## src/hdl/dihedral_angle_from_bonds_macros.svh

```systemverilog
// Assertion macros used by the top-level datapath file.
`ifndef DIHEDRAL_ANGLE_FROM_BONDS_MACROS_SVH
`define DIHEDRAL_ANGLE_FROM_BONDS_MACROS_SVH

// Implication checked on every rising clock edge outside reset.
`define DAB_ASSERT_IMP(label, clk, rst_n, ante, cons) \
    label: assert property (@(posedge clk) disable iff (!rst_n) (ante) |-> (cons)) \
        else $error("check failed");

// Implication whose consequent is checked in the cycle after the antecedent.
`define DAB_ASSERT_NEXT(label, clk, rst_n, ante, cons) \
    label: assert property (@(posedge clk) disable iff (!rst_n) (ante) |=> (cons)) \
        else $error("check failed");

`endif

```

## src/hdl/dab_pkg.sv

```systemverilog
`timescale 1ns / 1ps
package dab_pkg;
    localparam int CoordWidth   = 16;
    localparam int AngleWidth   = 16;
    localparam int CordicStages = 18;
    localparam int CordicWidth  = 34;
    localparam int AtanEntries  = 40;
    // One cell for each result bit of the 64-bit square root.
    localparam int SqrtCells    = 32;
    // Pipeline depth ahead of the CORDIC cells: four front stages, the root
    // cells and four stages for the sine product, normalisation and folding.
    localparam int FrontDepth   = SqrtCells + 8;
    localparam int Depth        = FrontDepth + CordicStages + 1;

    typedef logic signed [CordicWidth-1:0] t_cw;

    typedef struct packed {
        logic                  vld;
        logic                  degen;
        t_cw                   x;
        t_cw                   y;
        logic [31:0]           acc;
    } t_cordic;

    function automatic logic [31:0] atan_turn(input int i);
        logic [31:0] tab [0:AtanEntries-1];
        tab = '{32'h20000000, 32'h12E4051E, 32'h09FB385B, 32'h051111D4, 32'h028B0D43,
                32'h0145D7E1, 32'h00A2F61E, 32'h00517C55, 32'h0028BE53, 32'h00145F2F,
                32'h000A2F98, 32'h000517CC, 32'h00028BE6, 32'h000145F3, 32'h0000A2FA,
                32'h0000517D, 32'h000028BE, 32'h0000145F, 32'h00000A30, 32'h00000518,
                32'h0000028C, 32'h00000146, 32'h000000A3, 32'h00000051, 32'h00000029,
                32'h00000014, 32'h0000000A, 32'h00000005, 32'h00000003, 32'h00000001,
                32'h00000001, 32'h0, 32'h0, 32'h0, 32'h0, 32'h0, 32'h0, 32'h0, 32'h0, 32'h0};
        if (i < AtanEntries) begin
            return tab[i];
        end
        return 32'h0;
    endfunction
endpackage

```

## src/hdl/dab_cordic_cell.sv

```systemverilog
`timescale 1ns / 1ps
// One vectoring CORDIC micro-rotation with a fixed shift.
module dab_cordic_cell import dab_pkg::*; (
    input  logic    i_clk,
    input  logic    i_rst_n,
    input  logic    i_en,
    input  logic [5:0] i_idx,
    input  t_cordic i_d,
    output t_cordic o_d
);
    t_cordic r_d;
    t_cw w_dx, w_dy;
    logic [31:0] w_at;
    assign w_dx = i_d.y >>> i_idx;
    assign w_dy = i_d.x >>> i_idx;
    assign w_at = atan_turn(int'(i_idx));
    always_ff @(posedge i_clk) begin
        if (!i_rst_n) begin
            r_d.vld <= 1'b0;
        end else if (i_en) begin
            r_d.vld <= i_d.vld;
        end
        if (i_en) begin
            r_d.degen <= i_d.degen;
            if (i_d.y > 0) begin
                r_d.x <= i_d.x + w_dx; r_d.y <= i_d.y - w_dy; r_d.acc <= i_d.acc + w_at;
            end else begin
                r_d.x <= i_d.x - w_dx; r_d.y <= i_d.y + w_dy; r_d.acc <= i_d.acc - w_at;
            end
        end
    end
    assign o_d = r_d;
endmodule

```

## config.mk

```make
export PLATFORM = sky130hd
export DESIGN_NAME = dab_cordic_cell
export DESIGN_NICKNAME = d
export VERILOG_FILES = /design/src/hdl/dihedral_angle_from_bonds_macros.svh /design/src/hdl/dab_pkg.sv /design/src/hdl/dab_cordic_cell.sv
export SDC_FILE = /design/constraint.sdc
export NUM_CORES = 1
export LEC_CHECK = 0
export BUFFER_PORTS_ARGS = -buffer_cell sky130_fd_sc_hd__buf_2
export CORE_ASPECT_RATIO = 0.5
export CORE_UTILIZATION = 42
export DETAILED_ROUTE_END_ITERATION = 8
export PLACE_DENSITY_LB_ADDON = 0.05
export SYNTH_ARGS = -nofsm -noshare
export SYNTH_HDL_FRONTEND = slang
export SYNTH_SLANG_ARGS = --single-unit
```

## constraint.sdc

```tcl
create_clock -name i_clk -period 12.55 [get_ports i_clk]
set_input_delay 2.51 -clock i_clk [delete_from_list [all_inputs] [get_ports i_clk]]
set_output_delay 2.51 -clock i_clk [all_outputs]
set_load 0.05 [all_outputs]
```

==> Word level (Yosys, flattened, before mapping) <==
Memories as Yosys holds them, arrays and structs flattened.
Index checks and enable logic that the tools add are counted.
{ "classes": {"add_sub_neg": 6, "n_lt_le_gt_ge": 3, "n_shift": 2, "muxes": 6, "bitwise": 1} }
{ "op_table": {"columns": ["operator", "n"], "rows": [
  ["32-bit two-way mux", 4],
  ["100-bit two-way mux", 1],
  ["34-bit adder", 2],
  ["34-bit by 6-bit >>> shifter with 34-bit output", 2],
  ["34-bit subtractor", 2],
  ["34-bit by 1-bit greater-than comparator with 1-bit output, second input constant", 1],
  ["32-bit adder", 1],
  ["32-bit by 7-bit >= comparator with 1-bit output, second input constant", 1],
  ["6-bit inverter with 32-bit output", 1],
  ["32-bit subtractor", 1],
  ["6-bit less-than comparator, second input constant", 1],
  ["1-bit two-way mux", 1]
]} }
{ "totals": {"ff_bits": 102, "rom_bits": 2048, "in_bits": 111, "output_inout_bits": 102, "elab_cells": 24, "n_memories": 1} }
{ "memory_table": {"columns": ["memory", "words", "width", "read_ports", "rd_ports_with_merged_regs", "wr", "line_no", "text"], "rows": [
  ["(name not given)", 64, 32, 1, 0, 0, "dab_pkg.sv:35", "return tab[i];"]
]} }

==> Logic depth before layout (Yosys ltp) <==
{ "logic_depth": {"ltp_word": 8, "mapped_depth": 30, "ltp_nobuf": 24} }

==> Least setup slack after synthesis <==
No wires, ideal clock.
{ "synth_timing": {"path_kind": "input-to-reg", "startpoint": "in i_idx[1]", "endpoint": "reg r_d (netlist bit o_d[31]) (data pin)", "setup_time_ns": 0.265, "t_arrival_ns": 8.156, "t_required_ns": 12.285, "slack_ns": 4.129, "cell_stages": 27, "n_path_buf": 4, "path_cell_list": "buf_2 > inv_1 > buf_2 > clkbuf_1 > buf_1 > ha_1 > nand2b_1 > a21oi_1 > a311oi_1 > nor3_1 > inv_1 > ha_1 > nand2_1 > or2_2 > nor4b_1 > nor2_2 > xor2_1 > ha_1 > a21o_1 > a21o_1 > a21oi_1 > o21a_1 > o21ai_0 > a31o_2 > a221o_1 > a221oi_1 > xnor2_1"} }
{ "synth_via": {"elab_chain_cells": 8, "word_cells_on_any_way": 11, "classes_between": "add/sub: 2; order compare: 1; mux: 6; bitwise: 1; memory: 1"} }
{ "synth_lines": {"columns": ["item", "line_no", "text"], "rows": [
  ["from (decl)", "dab_cordic_cell.sv:7", "input logic [5:0] i_idx,"],
  ["6-bit inverter with 32-bit output (not written as such)", "dab_pkg.sv:35", null],
  ["memory read 64 x 32 bit", null, null],
  ["32-bit two-way mux (not written as such) (2 in a row)", "dab_pkg.sv:35", null],
  ["32-bit two-way mux", "dab_pkg.sv:34", "if (i < AtanEntries) begin"],
  ["32-bit two-way mux *", "dab_pkg.sv:37", "return 32'h0;"],
  ["32-bit subtractor or 32-bit adder (tied branches)", "dab_cordic_cell.sv:28, dab_cordic_cell.sv:26", null],
  ["100-bit two-way mux *", "dab_cordic_cell.sv:25", "if (i_d.y > 0) begin"],
  ["to (decl)", "dab_cordic_cell.sv:11", "t_cordic r_d;"]
]} }
Every way passes the cells marked *; elsewhere a longest branch is shown, timed or not. The select of a mux whose other input is x is not followed.
A chain may end at the register's enable or synchronous reset.

==> Final worst setup path <==
{ "layout_timing": {"startpoint": "in i_idx[0]", "endpoint": "reg r_d (netlist bit o_d[65]) (data pin)"} }
{ "layout_via": {"elab_chain_cells": 3, "word_cells_on_any_way": 4, "classes_between": "add/sub: 2; shift: 1; mux: 1"} }
{ "layout_lines": {"columns": ["item", "line_no", "text"], "rows": [
  ["34-bit by 6-bit >>> shifter with 34-bit output *", "dab_cordic_cell.sv:15", "assign w_dy = i_d.x >>> i_idx;"],
  ["34-bit adder or 34-bit subtractor (tied branches)", "dab_cordic_cell.sv:28, dab_cordic_cell.sv:26", null],
  ["100-bit two-way mux *", "dab_cordic_cell.sv:25", null]
]} }
Every way passes the cells marked *; elsewhere a longest branch is shown, timed or not.

==> flow_summary.json <==
{
  "status": "finished clean",
  "ys_ff_latch": 102,
  "row_count": 49,
  "gp_congestion": 1.03,
  "crit_fanout": 58,
  "top_usage_layer": "met1",
  "first_global_vias": 14400,
  "hold_path_class": "reg2reg",
  "holdWs_ns": 0.528,
  "async_reset_ff_share_pct": 0,
  "synthFlopType": "edfxtp_1",
  "synth_cells": 1835,
  "pre_cts_ws_ns": 3.04,
  "internal-power_uw": 1050,
  "port_buffers": 212,
  "tritoncts": "built",
  "clock_sinks": 102,
  "p_per_area_mw_per_mm2": 121,
  "antenna_found_initial": 0,
  "initialDrtViolationCount": 1998,
  "start_kind": "input pin",
  "initial_utilization_pct": 43.2,
  "grt_util_met3_pct": 8.59,
  "synth_largest_area_cell": "edfxtp_1",
  "grt_max_degree": 75,
  "power_frac_comb_pct": 60.5,
  "core_mm2": 0.0365,
  "n_antenna_cell": 0,
  "power.switching_uw": 1050,
  "num_io_pins": 213,
  "p_clk_share_pct": 15.1,
  "fmax_mhz": 108,
  "yosysTopAreaCellShare_pct": 19.2,
  "ff2ff_setup_slack_ns": 11.95,
  "swShare_pct": 49.9,
  "ctsHoldBuffers": 0,
  "yosysWarnings": 0,
  "gr-usage-met1_pct": 46.6,
  "synth.cell_area_mm2": 0.0158,
  "cts-resized-gates": 0,
  "grt_pass1_wl_mm": 91.2,
  "final_layout_size_suffix_gt1_share_pct": 19.5,
  "post_cts_buffers": 0,
  "yosysSeqAreaShare_pct": 19.4,
  "setup_slack_ns": 3.32,
  "yosys-top-cells-area": "edfxtp_1, ha_1, mux4_2",
  "leakage_uw": 0.00720,
  "drt_first_pass_iters": 6,
  "post-route-util_pct": 47.6,
  "endpoint_kind": "flop",
  "nets": 2201,
  "drt-vias-per-instance": 6.44,
  "vdd_drop_max_v": 0.0000865,
  "critPathRequiredTime_ns": 12.69,
  "hpwl_mm": 47.5,
  "rsz0062_at_grt": "false",
  "setup_viol": 0,
  "p_seq_share_pct": 24.4,
  "drtAntennaViolNets": 0,
  "cts_root_buffer": "clkbuf_16",
  "final_common_cell": "buf_2",
  "relSlewSlack_pct": 18.3,
  "die_y_um": 139,
  "die_w_um": 276,
  "hold_violations": 0,
  "dp.cells": 2454,
  "cts_buffer_depth": 2,
  "clk_pin_slew_ns": 0.09,
  "ys_types": 97,
  "worst_pin_slew_ns": 1.22,
  "final_cells": 2470,
  "skew_ns": 0,
  "syn_area_per_cell_um2": 8.60,
  "clock_latency_ns": 0.39,
  "via_count": 15900,
  "final_cell_mix": "buf_2, nor2_1, a21oi_1, nand2_1, xnor2_1",
  "slew_violations": 0,
  "arrival_ns": 9.37,
  "grt_use_met2_pct": 42.8,
  "grt_use_total_pct": 31.1,
  "die_area_mm2": 0.0384,
  "timing.final.crit_period_ns": 9.23,
  "synth_edf_count": 101,
  "wl_per_cell_um": 24.8,
  "synthToLayoutAreaGrowth_pct": 10.2,
  "htree_levels": 3,
  "numCtsBuffers": 9,
  "grt.overflow.total": 0,
  "drv_cap": 0,
  "syn-num-nets": 2055,
  "worst-setup-path-type": "in2reg",
  "setup_tns_ns": 0,
  "period_share_pct": 73.6,
  "drt_wl_total_mm": 61.2,
  "drcViolationCount": 0,
  "largest_register_ffs": 102
}
[cells in the mapped netlist (all sizes together) (10+ instances only)]
master / count
nand4: 14
o31ai: 17
o21bai: 14
inv: 54
nor2b: 22
clkbuf: 55
o22ai: 18
and2: 14
xor2: 55
a21oi: 147
mux4: 56
nor2: 162
o21a: 22
nor4: 14
mux2i: 79
nor3: 26
or2: 16
o221ai: 10
nand2: 141
o21ai: 104
a21boi: 10
nand2b: 38
o211ai: 19
buf: 46
ha: 106
a22oi: 14
a211oi: 16
and3: 18
edfxtp: 101
a21o: 63
a31oi: 27
mux2: 39
nand3: 58
or3: 12
xnor2: 109
[worst max-delay path: stages]
cell	delay, ns
buf_4	0.58
buf_4	0.80
mux4_2	0.61
mux2_4	0.32
nand2_1	0.08
nand3_1	0.19
or2_2	0.33
o21ai_0	0.34
ha_1	0.33
nor2b_4	0.27
a21oi_1	0.11
xor2_1	0.19
ha_1	0.43
a21o_1	0.19
a31oi_1	0.23
o211ai_1	0.15
o21ai_0	0.42
a21oi_1	0.18
a21o_1	0.26
a21oi_1	0.23
o21ai_0	0.16
xnor3_1	0.35
[kinds of logic after synthesis]
| family | count (synthesis) | share of synthesized area (%) |
|---|---|---|
| mux | 174 | 16.0 |
| buf+inv | 155 | 4.86 |
| compound gates | 565 | 23.8 |
| flops | 102 | 19.4 |
| xor+xnor | 165 | 9.25 |
| simple gates | 565 | 18.0 |
| fa+ha+maj | 109 | 8.79 |
[power by group through the flow]
stage	clock network (µW)	registers (µW)	logic, µW
2_1_floorplan	0	822	650
3_5_place_dp	0	521	1250
3_3_place_gp	0	520	1260
6_report	317	513	1270
5_1_grt	337	521	1360
4_1_cts	324	515	1260
[through the flow]
step | total power (µW) | area (µm²)
4_1_cts | 2100 | 17400
6_report | 2100 | 17400
3_3_place_gp | 1780 | 17100
5_1_grt | 2210 | 17400
3_5_place_dp | 1770 | 17100
2_1_floorplan | 1470 | 15800
[path summary, 6_finish.rpt]
path | cells past startpoint | end | from
setup / recovery | 22 | o_d[65]$_DFFE_PP_ | i_idx[0]
hold / removal | 2 | o_d[101]$_SDFFE_PN0P_ | o_d[101]$_SDFFE_PN0P_
setup reg to reg | 2 | o_d[101]$_SDFFE_PN0P_ | o_d[101]$_SDFFE_PN0P_
hold reg to reg | 2 | o_d[101]$_SDFFE_PN0P_ | o_d[101]$_SDFFE_PN0P_
[final cells by class]
| type | count | area [µm²] |
|---|---|---|
| inverters | 54 | 203 |
| repair buffers | 236 | 1250 |
| well taps | 484 | 606 |
| flip-flops and latches | 102 | 3050 |
| clock buffers | 9 | 225 |
| fillers | 3671 | 19100 |
| clock inverters | 7 | 81.3 |
| multi-input cells | 1578 | 12000 |
[per-layer routing]
metal,vias up,part of all wire (%)
li1,7265,-
met1,7583,47
met2,936,40
met3,112,11
met4,0,2.3
met5,-,0
Power figures use the tool's default switching activity.
