==> src/hdl/dihedral_angle_from_bonds_macros.svh <==
// Assertion macros used by the top-level datapath file.
`ifndef DIHEDRAL_ANGLE_FROM_BONDS_MACROS_SVH
`define DIHEDRAL_ANGLE_FROM_BONDS_MACROS_SVH

// Implication checked on every rising clock edge outside reset.
`define DAB_ASSERT_IMP(label, clk, rst_n, ante, cons) \
    label: assert property (@(posedge clk) disable iff (!rst_n) (ante) |-> (cons)) \
        else $error("check failed");

// Implication whose consequent is checked in the cycle after the antecedent.
`define DAB_ASSERT_NEXT(label, clk, rst_n, ante, cons) \
    label: assert property (@(posedge clk) disable iff (!rst_n) (ante) |=> (cons)) \
        else $error("check failed");

`endif

==> src/hdl/dab_pkg.sv <==
`timescale 1ns / 1ps
package dab_pkg;
    localparam int CoordWidth   = 16;
    localparam int AngleWidth   = 16;
    localparam int CordicStages = 18;
    localparam int CordicWidth  = 34;
    localparam int AtanEntries  = 40;
    // One cell for each result bit of the 64-bit square root.
    localparam int SqrtCells    = 32;
    // Pipeline depth ahead of the CORDIC cells: four front stages, the root
    // cells and four stages for the sine product, normalisation and folding.
    localparam int FrontDepth   = SqrtCells + 8;
    localparam int Depth        = FrontDepth + CordicStages + 1;

    typedef logic signed [CordicWidth-1:0] t_cw;

    typedef struct packed {
        logic                  vld;
        logic                  degen;
        t_cw                   x;
        t_cw                   y;
        logic [31:0]           acc;
    } t_cordic;

    function automatic logic [31:0] atan_turn(input int i);
        logic [31:0] tab [0:AtanEntries-1];
        tab = '{32'h20000000, 32'h12E4051E, 32'h09FB385B, 32'h051111D4, 32'h028B0D43,
                32'h0145D7E1, 32'h00A2F61E, 32'h00517C55, 32'h0028BE53, 32'h00145F2F,
                32'h000A2F98, 32'h000517CC, 32'h00028BE6, 32'h000145F3, 32'h0000A2FA,
                32'h0000517D, 32'h000028BE, 32'h0000145F, 32'h00000A30, 32'h00000518,
                32'h0000028C, 32'h00000146, 32'h000000A3, 32'h00000051, 32'h00000029,
                32'h00000014, 32'h0000000A, 32'h00000005, 32'h00000003, 32'h00000001,
                32'h00000001, 32'h0, 32'h0, 32'h0, 32'h0, 32'h0, 32'h0, 32'h0, 32'h0, 32'h0};
        if (i < AtanEntries) begin
            return tab[i];
        end
        return 32'h0;
    endfunction
endpackage

==> src/hdl/dab_sqrt_cell.sv <==
`timescale 1ns / 1ps
// One step of a restoring square root: one result bit per cell.
module dab_sqrt_cell import dab_pkg::*; (
    input  logic        i_clk,
    input  logic        i_en,
    input  logic [5:0]  i_step,
    input  logic [63:0] i_rem,
    input  logic [63:0] i_res,
    output logic [63:0] o_rem,
    output logic [63:0] o_res
);
    logic [63:0] w_bit;
    logic [63:0] r_rem, r_res;
    assign w_bit = 64'd1 << (7'd62 - {i_step, 1'b0});
    always_ff @(posedge i_clk) begin
        if (i_en) begin
            if (i_rem >= i_res + w_bit) begin
                r_rem <= i_rem - (i_res + w_bit);
                r_res <= (i_res >> 1) + w_bit;
            end else begin
                r_rem <= i_rem;
                r_res <= i_res >> 1;
            end
        end
    end
    assign o_rem = r_rem;
    assign o_res = r_res;
endmodule

==> config.mk <==
export PLATFORM = sky130hd
export DESIGN_NAME = dab_sqrt_cell
export DESIGN_NICKNAME = d
export VERILOG_FILES = /design/src/hdl/dihedral_angle_from_bonds_macros.svh /design/src/hdl/dab_pkg.sv /design/src/hdl/dab_sqrt_cell.sv
export SDC_FILE = /design/constraint.sdc
export NUM_CORES = 1
export LEC_CHECK = 0
export ABC_AREA = 1
export CAP_MARGIN = 20
export CORE_ASPECT_RATIO = 0.75
export CORE_UTILIZATION = 60
export DETAILED_ROUTE_END_ITERATION = 8
export DONT_BUFFER_PORTS = 1
export PLACE_DENSITY = 0.85
export REMOVE_ABC_BUFFERS = 1
export SYNTH_ARGS = -nofsm -noshare
export SYNTH_HDL_FRONTEND = slang
export SYNTH_SLANG_ARGS = --single-unit
==> constraint.sdc <==
create_clock -name i_clk -period 4.5 [get_ports i_clk]
set_input_delay 0.675 -clock i_clk [delete_from_list [all_inputs] [get_ports i_clk]]
set_output_delay 0.675 -clock i_clk [all_outputs]
set_load 0.01 [all_outputs]
==> flow_metrics.tcl, run 1 <==
set metrics [dict create \
    stop_stage "global routing (5_1_grt)" \
    synth_async_sr_flop_share_pct 0 \
    fp.dieH_microns 150.5 \
    synth_top_cell_area_share_pct 21.79 \
    cts_made_buffers 17 \
    grt_max_degree 129 \
    cts-root-buf "clkbuf_16" \
    most_common_cell_in_the_synthesized_netlist "nand2_1" \
    synth_xor_xnor_area_share_pct 5.809 \
    status "stopped before the end" \
    placement_rows 53 \
    netlist_top_cells_count "851 x nand2_1, 417 x nor2_1, 404 x inv_1" \
    per_instance_average_area_after_synthesis_sq_um 6.050 \
    count_of_flip_flops_with_a_built_in_enable_after_synthesis 128 \
    sequential_to_total_area_share_from_yosys_stat_pct 21.79 \
    ys_types 46 \
    synth_compound_gate_area_share_pct 16.49 \
    gp_congestion 1.127 \
    main_combinational_cell_family_by_area_after_synthesis "simple AND/OR/NAND/NOR gates" \
    die_w_microns 200.0 \
    synthFlopType "edfxtp_1" \
    worstEpCategory "register input" \
    floorplan.initialDensity_pct 62.01 \
    post_synthesis_instance_total 2916 \
    groute.usage.overall_pct 78.07 \
    yosys_warnings 0 \
    top_level_ports 264 \
    numClockSinks 128 \
    grt_overflow_total 169 \
    flip_flop_and_latch_count_after_synthesis 128 \
    hpwl_after_dpl_mm 65.05 \
    cts_max_path_buffers 2 \
    grt_repair_worst_endpoint "o_rem[17]$_DFFE_PP_/D" \
    synth_top_cell_by_area "edfxtp_1" \
    synth.mux.area_fraction_pct 0 \
    h_tree_level_count 4 \
    dpl_cell_area_sq_um 22330 \
    synth.area.top_cells "edfxtp_1 22%, nand2_1 18%, ha_1 9.1%, nor2_1 8.9%, inv_1 8.6%" \
    error_message "[ERROR GRT-0232] Routing congestion too high. Check the congestion heatmap in the GUI." \
    ctsHoldBuffers 0 \
    post_synth_fa_ha_maj_area_fraction_pct 9.192 \
    buffer_ports.inserted 0 \
    detailedPlace.worstSlack_ns -0.9732 \
    post_synth_and_or_nand_nor_area_fraction_pct 36.46 \
    syn_area_sq_um 17640 \
]
## kinds of logic after synthesis
kind of cell,count (synthesis)
and+or+nand+nor,1568
AOI/OAI and AO/OA,524
buffers and inverters,450
adders and majority gates,129
DFF,128
xor gates and xnor gates,117
## metal layers
metal  overflow  track usage (%)
met1         17            80.06
met2        103            92.10
met3          4            67.65
met4         45            69.12
met5          0            35.86
## through the flow
stage               std cells  TNS [ns]
floorplan                2883   -237.87
global placement         3849    -95.85
detailed placement       3849   -112.63
CTS                      3908    -13.20
## timing repair
action                     CTS
resized for setup          136
setup buffers               25
pin swaps                   22
gates cloned                 2
setup endpoints to repair  128
==> inputs of run 2 (changes only) <==
--- a/config.mk
+++ b/config.mk
@@ -7,11 +7,10 @@
 export LEC_CHECK = 0
 export ABC_AREA = 1
 export CAP_MARGIN = 20
-export CORE_ASPECT_RATIO = 0.75
-export CORE_UTILIZATION = 60
+export CORE_UTILIZATION = 40
 export DETAILED_ROUTE_END_ITERATION = 8
 export DONT_BUFFER_PORTS = 1
-export PLACE_DENSITY = 0.85
+export PLACE_DENSITY_LB_ADDON = 0.15
 export REMOVE_ABC_BUFFERS = 1
 export SYNTH_ARGS = -nofsm -noshare
 export SYNTH_HDL_FRONTEND = slang
==> constraint.sdc (replaced) <==
create_clock -name i_clk -period 5.85 [get_ports i_clk]
set_input_delay 0.8775 -clock i_clk [delete_from_list [all_inputs] [get_ports i_clk]]
set_output_delay 0.8775 -clock i_clk [all_outputs]
set_load 0.01 [all_outputs]
==> run 2 against run 1 <==
Compared with the run above:
- the run now ends clean
- synthesized cell count unchanged
- synthesized area unchanged
==> flow_metrics.tcl, run 2 <==
set metrics [dict create \
    status "complete, no violations" \
    critical_path.max_stage_delay_ns 0.35 \
    drtPass1Iterations 6 \
    synth.area.top_cells "edfxtp_1 22%, nand2_1 18%, ha_1 9.1%, nor2_1 8.9%, inv_1 8.6%" \
    cts_tree "yes" \
    power_switching_mw 1.326 \
    synthFlopType "edfxtp_1" \
    drt_first_iter_violations 1973 \
    most_common_cell_in_the_synthesized_netlist "nand2_1" \
    top_level_ports 264 \
    initial_antenna_violation_count 0 \
    post_synthesis_instance_total 2916 \
    first_global_vias 19810 \
    number_of_placed_instances_with_taps_included 3624 \
    clkPwrFrac_pct 32.3 \
    floorplan.core_area_sq_um 43270 \
    count_of_flip_flops_with_a_built_in_enable_after_synthesis 128 \
    synth_top_cell_by_area "edfxtp_1" \
    per_instance_average_area_after_synthesis_sq_um 6.050 \
    crit_required_ns 6.09 \
    maxCapViolations 0 \
    p_total_mw 3.644 \
    layout_common_cells "851 x nand2_1, 417 x nor2_1, 403 x inv_1" \
    hold_path_class "in -> reg" \
    layout_setup_ws_ns 0.2843 \
    h_tree_level_count 4 \
    critical_path.most_common_cell "nand2_1" \
    sequential_to_total_area_share_from_yosys_stat_pct 21.79 \
    sw_frac_of_total_pct 36.40 \
    irDropWorstVdd_mv 0.1773 \
    flip_flop_and_latch_count_after_synthesis 128 \
    largest_driver_fanout_on_the_critical_path 19 \
    vias_per_cell 5.484 \
    layout-area-overhead-vs-synth_pct 13.80 \
    cts_max_path_buffers 2 \
    criticalPathCategory "in -> reg" \
    fmax_mhz 179.7 \
    placement_rows 76 \
    final-max-slew-violation-count 0 \
    timing.max_slew.rel_slack_pct 54.45 \
    final_layout_size_suffix_gt1_share_pct 8.062 \
    cts-root-buf "clkbuf_16" \
    ys_types 46 \
    cp.arrival_ns 5.81 \
    critPathCaptureType "flip-flop" \
    critPathSlowestCell "ha_1" \
    critical_path.startpoint_type "input port" \
    ctsHoldBuffers 0 \
    final_design_area_no_fill_sq_um 20070 \
    syn_area_sq_um 17640 \
    clkSlewWorstSetupHoldPaths_ns 0.06 \
    synth_async_sr_flop_share_pct 0 \
    cts_made_buffers 17 \
    average_wire_per_cell_in_the_routed_design_microns 21.65 \
    synth_top_cell_area_share_pct 21.79 \
    hpwl_after_dpl_mm 68.55 \
    layout_commonest_cell "nand2_1" \
    power_density_nw_per_um2 181.5 \
    grt_overflow_total 0 \
    netlist_top_cells_count "851 x nand2_1, 417 x nor2_1, 404 x inv_1" \
    detailedPlace.worstSlack_ns -0.2829 \
    final_hold_vio_count 0 \
    min_period_over_period_pct 95.14 \
    numClockSinks 128 \
    timing_worst_slew_pin_value_ns 0.6772 \
    grt_max_degree 129 \
    detail_route.drc_violations 0 \
    gp_congestion 1.015 \
    num_vias 20080 \
    p_leak_nw 8.525 \
    final_antenna_net_count 0 \
    part_of_the_total_power_dissipated_in_combinational_logic_pct 32.5 \
    final-setup-viol-count 0 \
    final_nets 3328 \
    dpl_cell_area_sq_um 19400 \
    groute.usage.overall_pct 35.28 \
    grt_first_pass_wirelength_mm 115.7 \
    period_minus_slack_ns 5.566 \
    cell_family_contributing_the_most_delay_on_the_critical_path "simple AND/OR/NAND/NOR gates" \
    post_layout_nonfiller_instances 3661 \
    design.die.area_sq_um 44950 \
    setup_tns_ns 0 \
    drt_wl_total_mm 79.26 \
    p_seq_share_pct 35.2 \
    num_antenna_cells 0 \
    yosys_warnings 0 \
    critPathBufInv 4 \
    die_w_microns 212.0 \
    fp.dieH_microns 212.0 \
    p_int_mw 2.318 \
    floorplan.initialDensity_pct 40.77 \
    buffer_ports.inserted 0 \
]
## run 2: cell counts after synthesis
No cell type changed its count.
## run 2: power by group through the flow
| stage | sequential [mW] | combinational, mW | clock, mW |
|---|---|---|---|
| 3_5_place_dp | 1.30 | 1.16 | 0 |
| 5_1_grt | 1.29 | 1.30 | 1.22 |
| 6_report | 1.28 | 1.19 | 1.18 |
| 2_1_floorplan | 1.28 | 0.728 | 0 |
| 4_1_cts | 1.28 | 1.17 | 1.20 |
| 3_3_place_gp | 1.30 | 1.16 | 0 |
## run 2: cells by family after synthesis
logic type	synth area share, %
xor gates and xnor gates	5.809
adders and majority gates	9.192
and+or+nand+nor	36.46
buffers and inverters	10.26
DFF	21.79
AOI/OAI and AO/OA	16.49
## run 2: repair_timing
| item | 4_1_cts | 5_1_grt |
|---|---|---|
| setup endpoints to repair | 0 | 120 |
| gates resized for setup | 0 | 8 |
| setup buffers | 0 | 5 |
## run 2: routing by layer
| layer | share of wire [%] | up-vias | global-route usage [%] |
|---|---|---|---|
| met2 | 48 | 804 | 60.37 |
| met1 | 41 | 9226 | 42.41 |
| met3 | 5.7 | 182 | 4.889 |
| met4 | 5.4 | 0 | 19.69 |
| met5 | 0 | - | 0 |
| li1 | - | 9866 | - |
## run 2: cell type report
type / count / area, sq um
Fill cell: 4656 / 23190
Multi-Input combinational cell: 2338 / 12010
Sequential cell: 128 / 3844
Inverter: 417 / 1575
Timing Repair Buffer: 161 / 1297
Tap cell: 585 / 732.0
Clock buffer: 17 / 425.4
Clock inverter: 15 / 191.4
## run 2: through the flow
step	utilization (%)	hold slack (ns)
floorplan	-	0.9900
global placement	44.84	0.9975
detailed placement	44.84	0.9989
CTS	46.26	0.4718
global route	46.40	0.4768
finish	46.40	0.4906
## run 2: final timing paths
path                  start                   to  slack (ns)  depth (start not counted)
hold / removal         i_en  o_res[53]$_DFFE_PP_        0.49                          0
setup / recovery  i_step[4]  o_res[53]$_DFFE_PP_        0.28                         28
No activity file was read; power rests on OpenSTA's default activity.
==> inputs of run 3 (changes only) <==
--- a/config.mk
+++ b/config.mk
@@ -7,6 +7,7 @@
 export LEC_CHECK = 0
 export ABC_AREA = 1
 export CAP_MARGIN = 20
+export CORE_ASPECT_RATIO = 1.1
 export CORE_UTILIZATION = 40
 export DETAILED_ROUTE_END_ITERATION = 8
 export DONT_BUFFER_PORTS = 1
==> run 3 against run 2 <==
Compared with the run above:
- global-route usage grew 0.35 points
- cell area rose by 0.48%
- utilization about the same
- first-iteration DRC count down 28%
- largest cell class unchanged
- highest routed layer unchanged
- clock power up 3%
- critical endpoint is now o_res[31]$_DFFE_PP_
- sequential share of layout area is 0.091 points lower
- non-clock buffer count rose by 13
- combinational power is essentially flat
- hold slack better by 0.024 ns
- worst setup slack improved by 0.032 ns
==> flow_metrics.tcl, run 3 (synthesis results as in run 2) <==
set metrics [dict create \
    cts_max_path_buffers 2 \
    timing.max_slew.rel_slack_pct 49.44 \
    grt_overflow_total 0 \
    critical_path.startpoint_type "input port" \
    irDropWorstVdd_mv 0.2228 \
    hold_path_class "in -> reg" \
    busiest_layer "met2" \
    detail_route.drc_violations 0 \
    hpwl_after_dpl_mm 69.29 \
    average_wire_per_cell_in_the_routed_design_microns 22.07 \
    floorplan.core_area_sq_um 43440 \
    grtUsageMet2_pct 62.45 \
    final_layout_size_suffix_gt1_share_pct 8.385 \
    grt_setup_unrepaired "no" \
    final-max-slew-violation-count 0 \
    final_core_util_pct 46.43 \
    grt_util_met1_pct 40.16 \
    layout_common_cells "850 x nand2_1, 417 x nor2_1, 403 x inv_1" \
    setup_tns_ns 0 \
    cts_made_buffers 17 \
    num_antenna_cells 0 \
    final_design_area_no_fill_sq_um 20170 \
    numClockSinks 128 \
    cp.arrival_ns 5.76 \
    p_int_mw 2.360 \
    power_density_nw_per_um2 182.7 \
    final-setup-viol-count 0 \
    fillers 4707 \
    criticalPathCategory "in -> reg" \
    critPathCaptureType "flip-flop" \
    period_minus_slack_ns 5.533 \
    fin_worst_hold_slack_ns 0.5150 \
    floorplan.initialDensity_pct 40.61 \
    vias_per_cell 5.509 \
    h_tree_level_count 4 \
    min_period_over_period_pct 94.59 \
    drtPass1Iterations 6 \
    fp.dieH_microns 222.3 \
    whs_path_depth 0 \
    groute.usage.overall_pct 35.64 \
    final_nets 3341 \
    crit_required_ns 6.07 \
    final_hold_vio_count 0 \
    buffer_ports.inserted 0 \
    layout_commonest_cell "nand2_1" \
    cts-root-buf "clkbuf_16" \
    initial_antenna_violation_count 0 \
    design.die.area_sq_um 44950 \
    grtUsageMet3_pct 4.620 \
    final_antenna_net_count 0 \
    layout-area-overhead-vs-synth_pct 14.34 \
    num_vias 20180 \
    power_switching_mw 1.325 \
    p_total_mw 3.685 \
    grt_first_pass_wirelength_mm 118.1 \
    top_level_ports 264 \
    cts_tree "yes" \
    fmax_mhz 180.7 \
    maxCapViolations 0 \
    largest_driver_fanout_on_the_critical_path 40 \
    p_leak_nw 8.571 \
    drt_first_iter_violations 1417 \
    drt_wl_total_mm 80.84 \
    ctsHoldBuffers 0 \
    timing_worst_slew_pin_value_ns 0.7505 \
    grt_max_degree 129 \
    p_seq_share_pct 34.9 \
    gp_congestion 0.9847 \
    part_of_the_total_power_dissipated_in_combinational_logic_pct 32.0 \
    die_w_microns 202.2 \
    sw_frac_of_total_pct 35.95 \
    clkPwrFrac_pct 33.1 \
    placement_rows 80 \
    clkSlewWorstSetupHoldPaths_ns 0.06 \
    status "complete, no violations" \
    first_global_vias 19890 \
    dpl_cell_area_sq_um 19500 \
]
[run 3: changes by cell type in the layout (fill, tap and decap cells not counted), sizes merged]
| cell | before | now |
|---|---|---|
| inv | 417 | 415 |
| bufinv | 4 | 5 |
| buf | 160 | 174 |
| clkbuf | 18 | 20 |
| clkinv | 8 | 6 |
[run 3: critical path, cell delays in order]
cell        delay [ns]
inv_1             0.03
nor2_2            0.20
clkinvlp_4        0.18
buf_2             0.19
nor2_1            0.17
ha_1              0.19
inv_1             0.05
o21ai_0           0.25
nand2_1           0.16
o21ai_0           0.24
a31oi_1           0.11
nand2_1           0.20
nand2_1           0.08
nand2_1           0.19
nand2_1           0.16
nand3_1           0.11
nand2_1           0.10
ha_1              0.36
inv_1             0.07
nor3_1            0.29
nand2_1           0.17
buf_4             0.19
nor3_2            0.22
nand3_1           0.18
nand3_4           0.22
buf_12            0.24
nand2_1           0.15
xnor2_1           0.15
[run 3: metrics by stage]
stage               worst slack, ns  instances
finish                       0.3167       3663
global route                0.01915       3663
CTS                          0.2632       3659
detailed placement          -0.2393       3627
global placement            -0.2947       3627
floorplan                    -1.315       2883
[run 3: repair_timing]
action                     CTS  global route
gates resized for setup      0             6
hold endpoints to repair     0             0
buffers inserted             0             4
setup endpoints to repair    0           125
[run 3: power groups by stage]
stage	clock, mW	sequential [mW]	combinational (mW)
global placement	0	1.31	1.15
global route	1.26	1.29	1.29
finish	1.22	1.28	1.18
floorplan	0	1.28	0.728
detailed placement	0	1.30	1.16
CTS	1.23	1.29	1.16
[run 3: layout make-up]
| type | count | area, sq um | area share (%) |
|---|---|---|---|
| well taps | 574 | 718.2 | 3.561 |
| multi-input cells | 2338 | 12010 | 59.52 |
| clock buffers | 20 | 436.7 | 2.165 |
| clock inverters | 12 | 190.2 | 0.9429 |
| inverters | 417 | 1573 | 7.797 |
| flip-flops and latches | 128 | 3844 | 19.06 |
| repair buffers | 174 | 1404 | 6.960 |
[run 3: layer usage]
layer	share of wire, %	wire length (microns)
met5	0	0
met4	7.5	6092
met1	39	31270
met2	48	39050
met3	5.5	4423
[run 3: final timing paths]
path	start	endpoint	slack (ns)
hold / removal	i_en	o_res[55]$_DFFE_PP_	0.51
setup / recovery	i_step[4]	o_res[31]$_DFFE_PP_	0.32
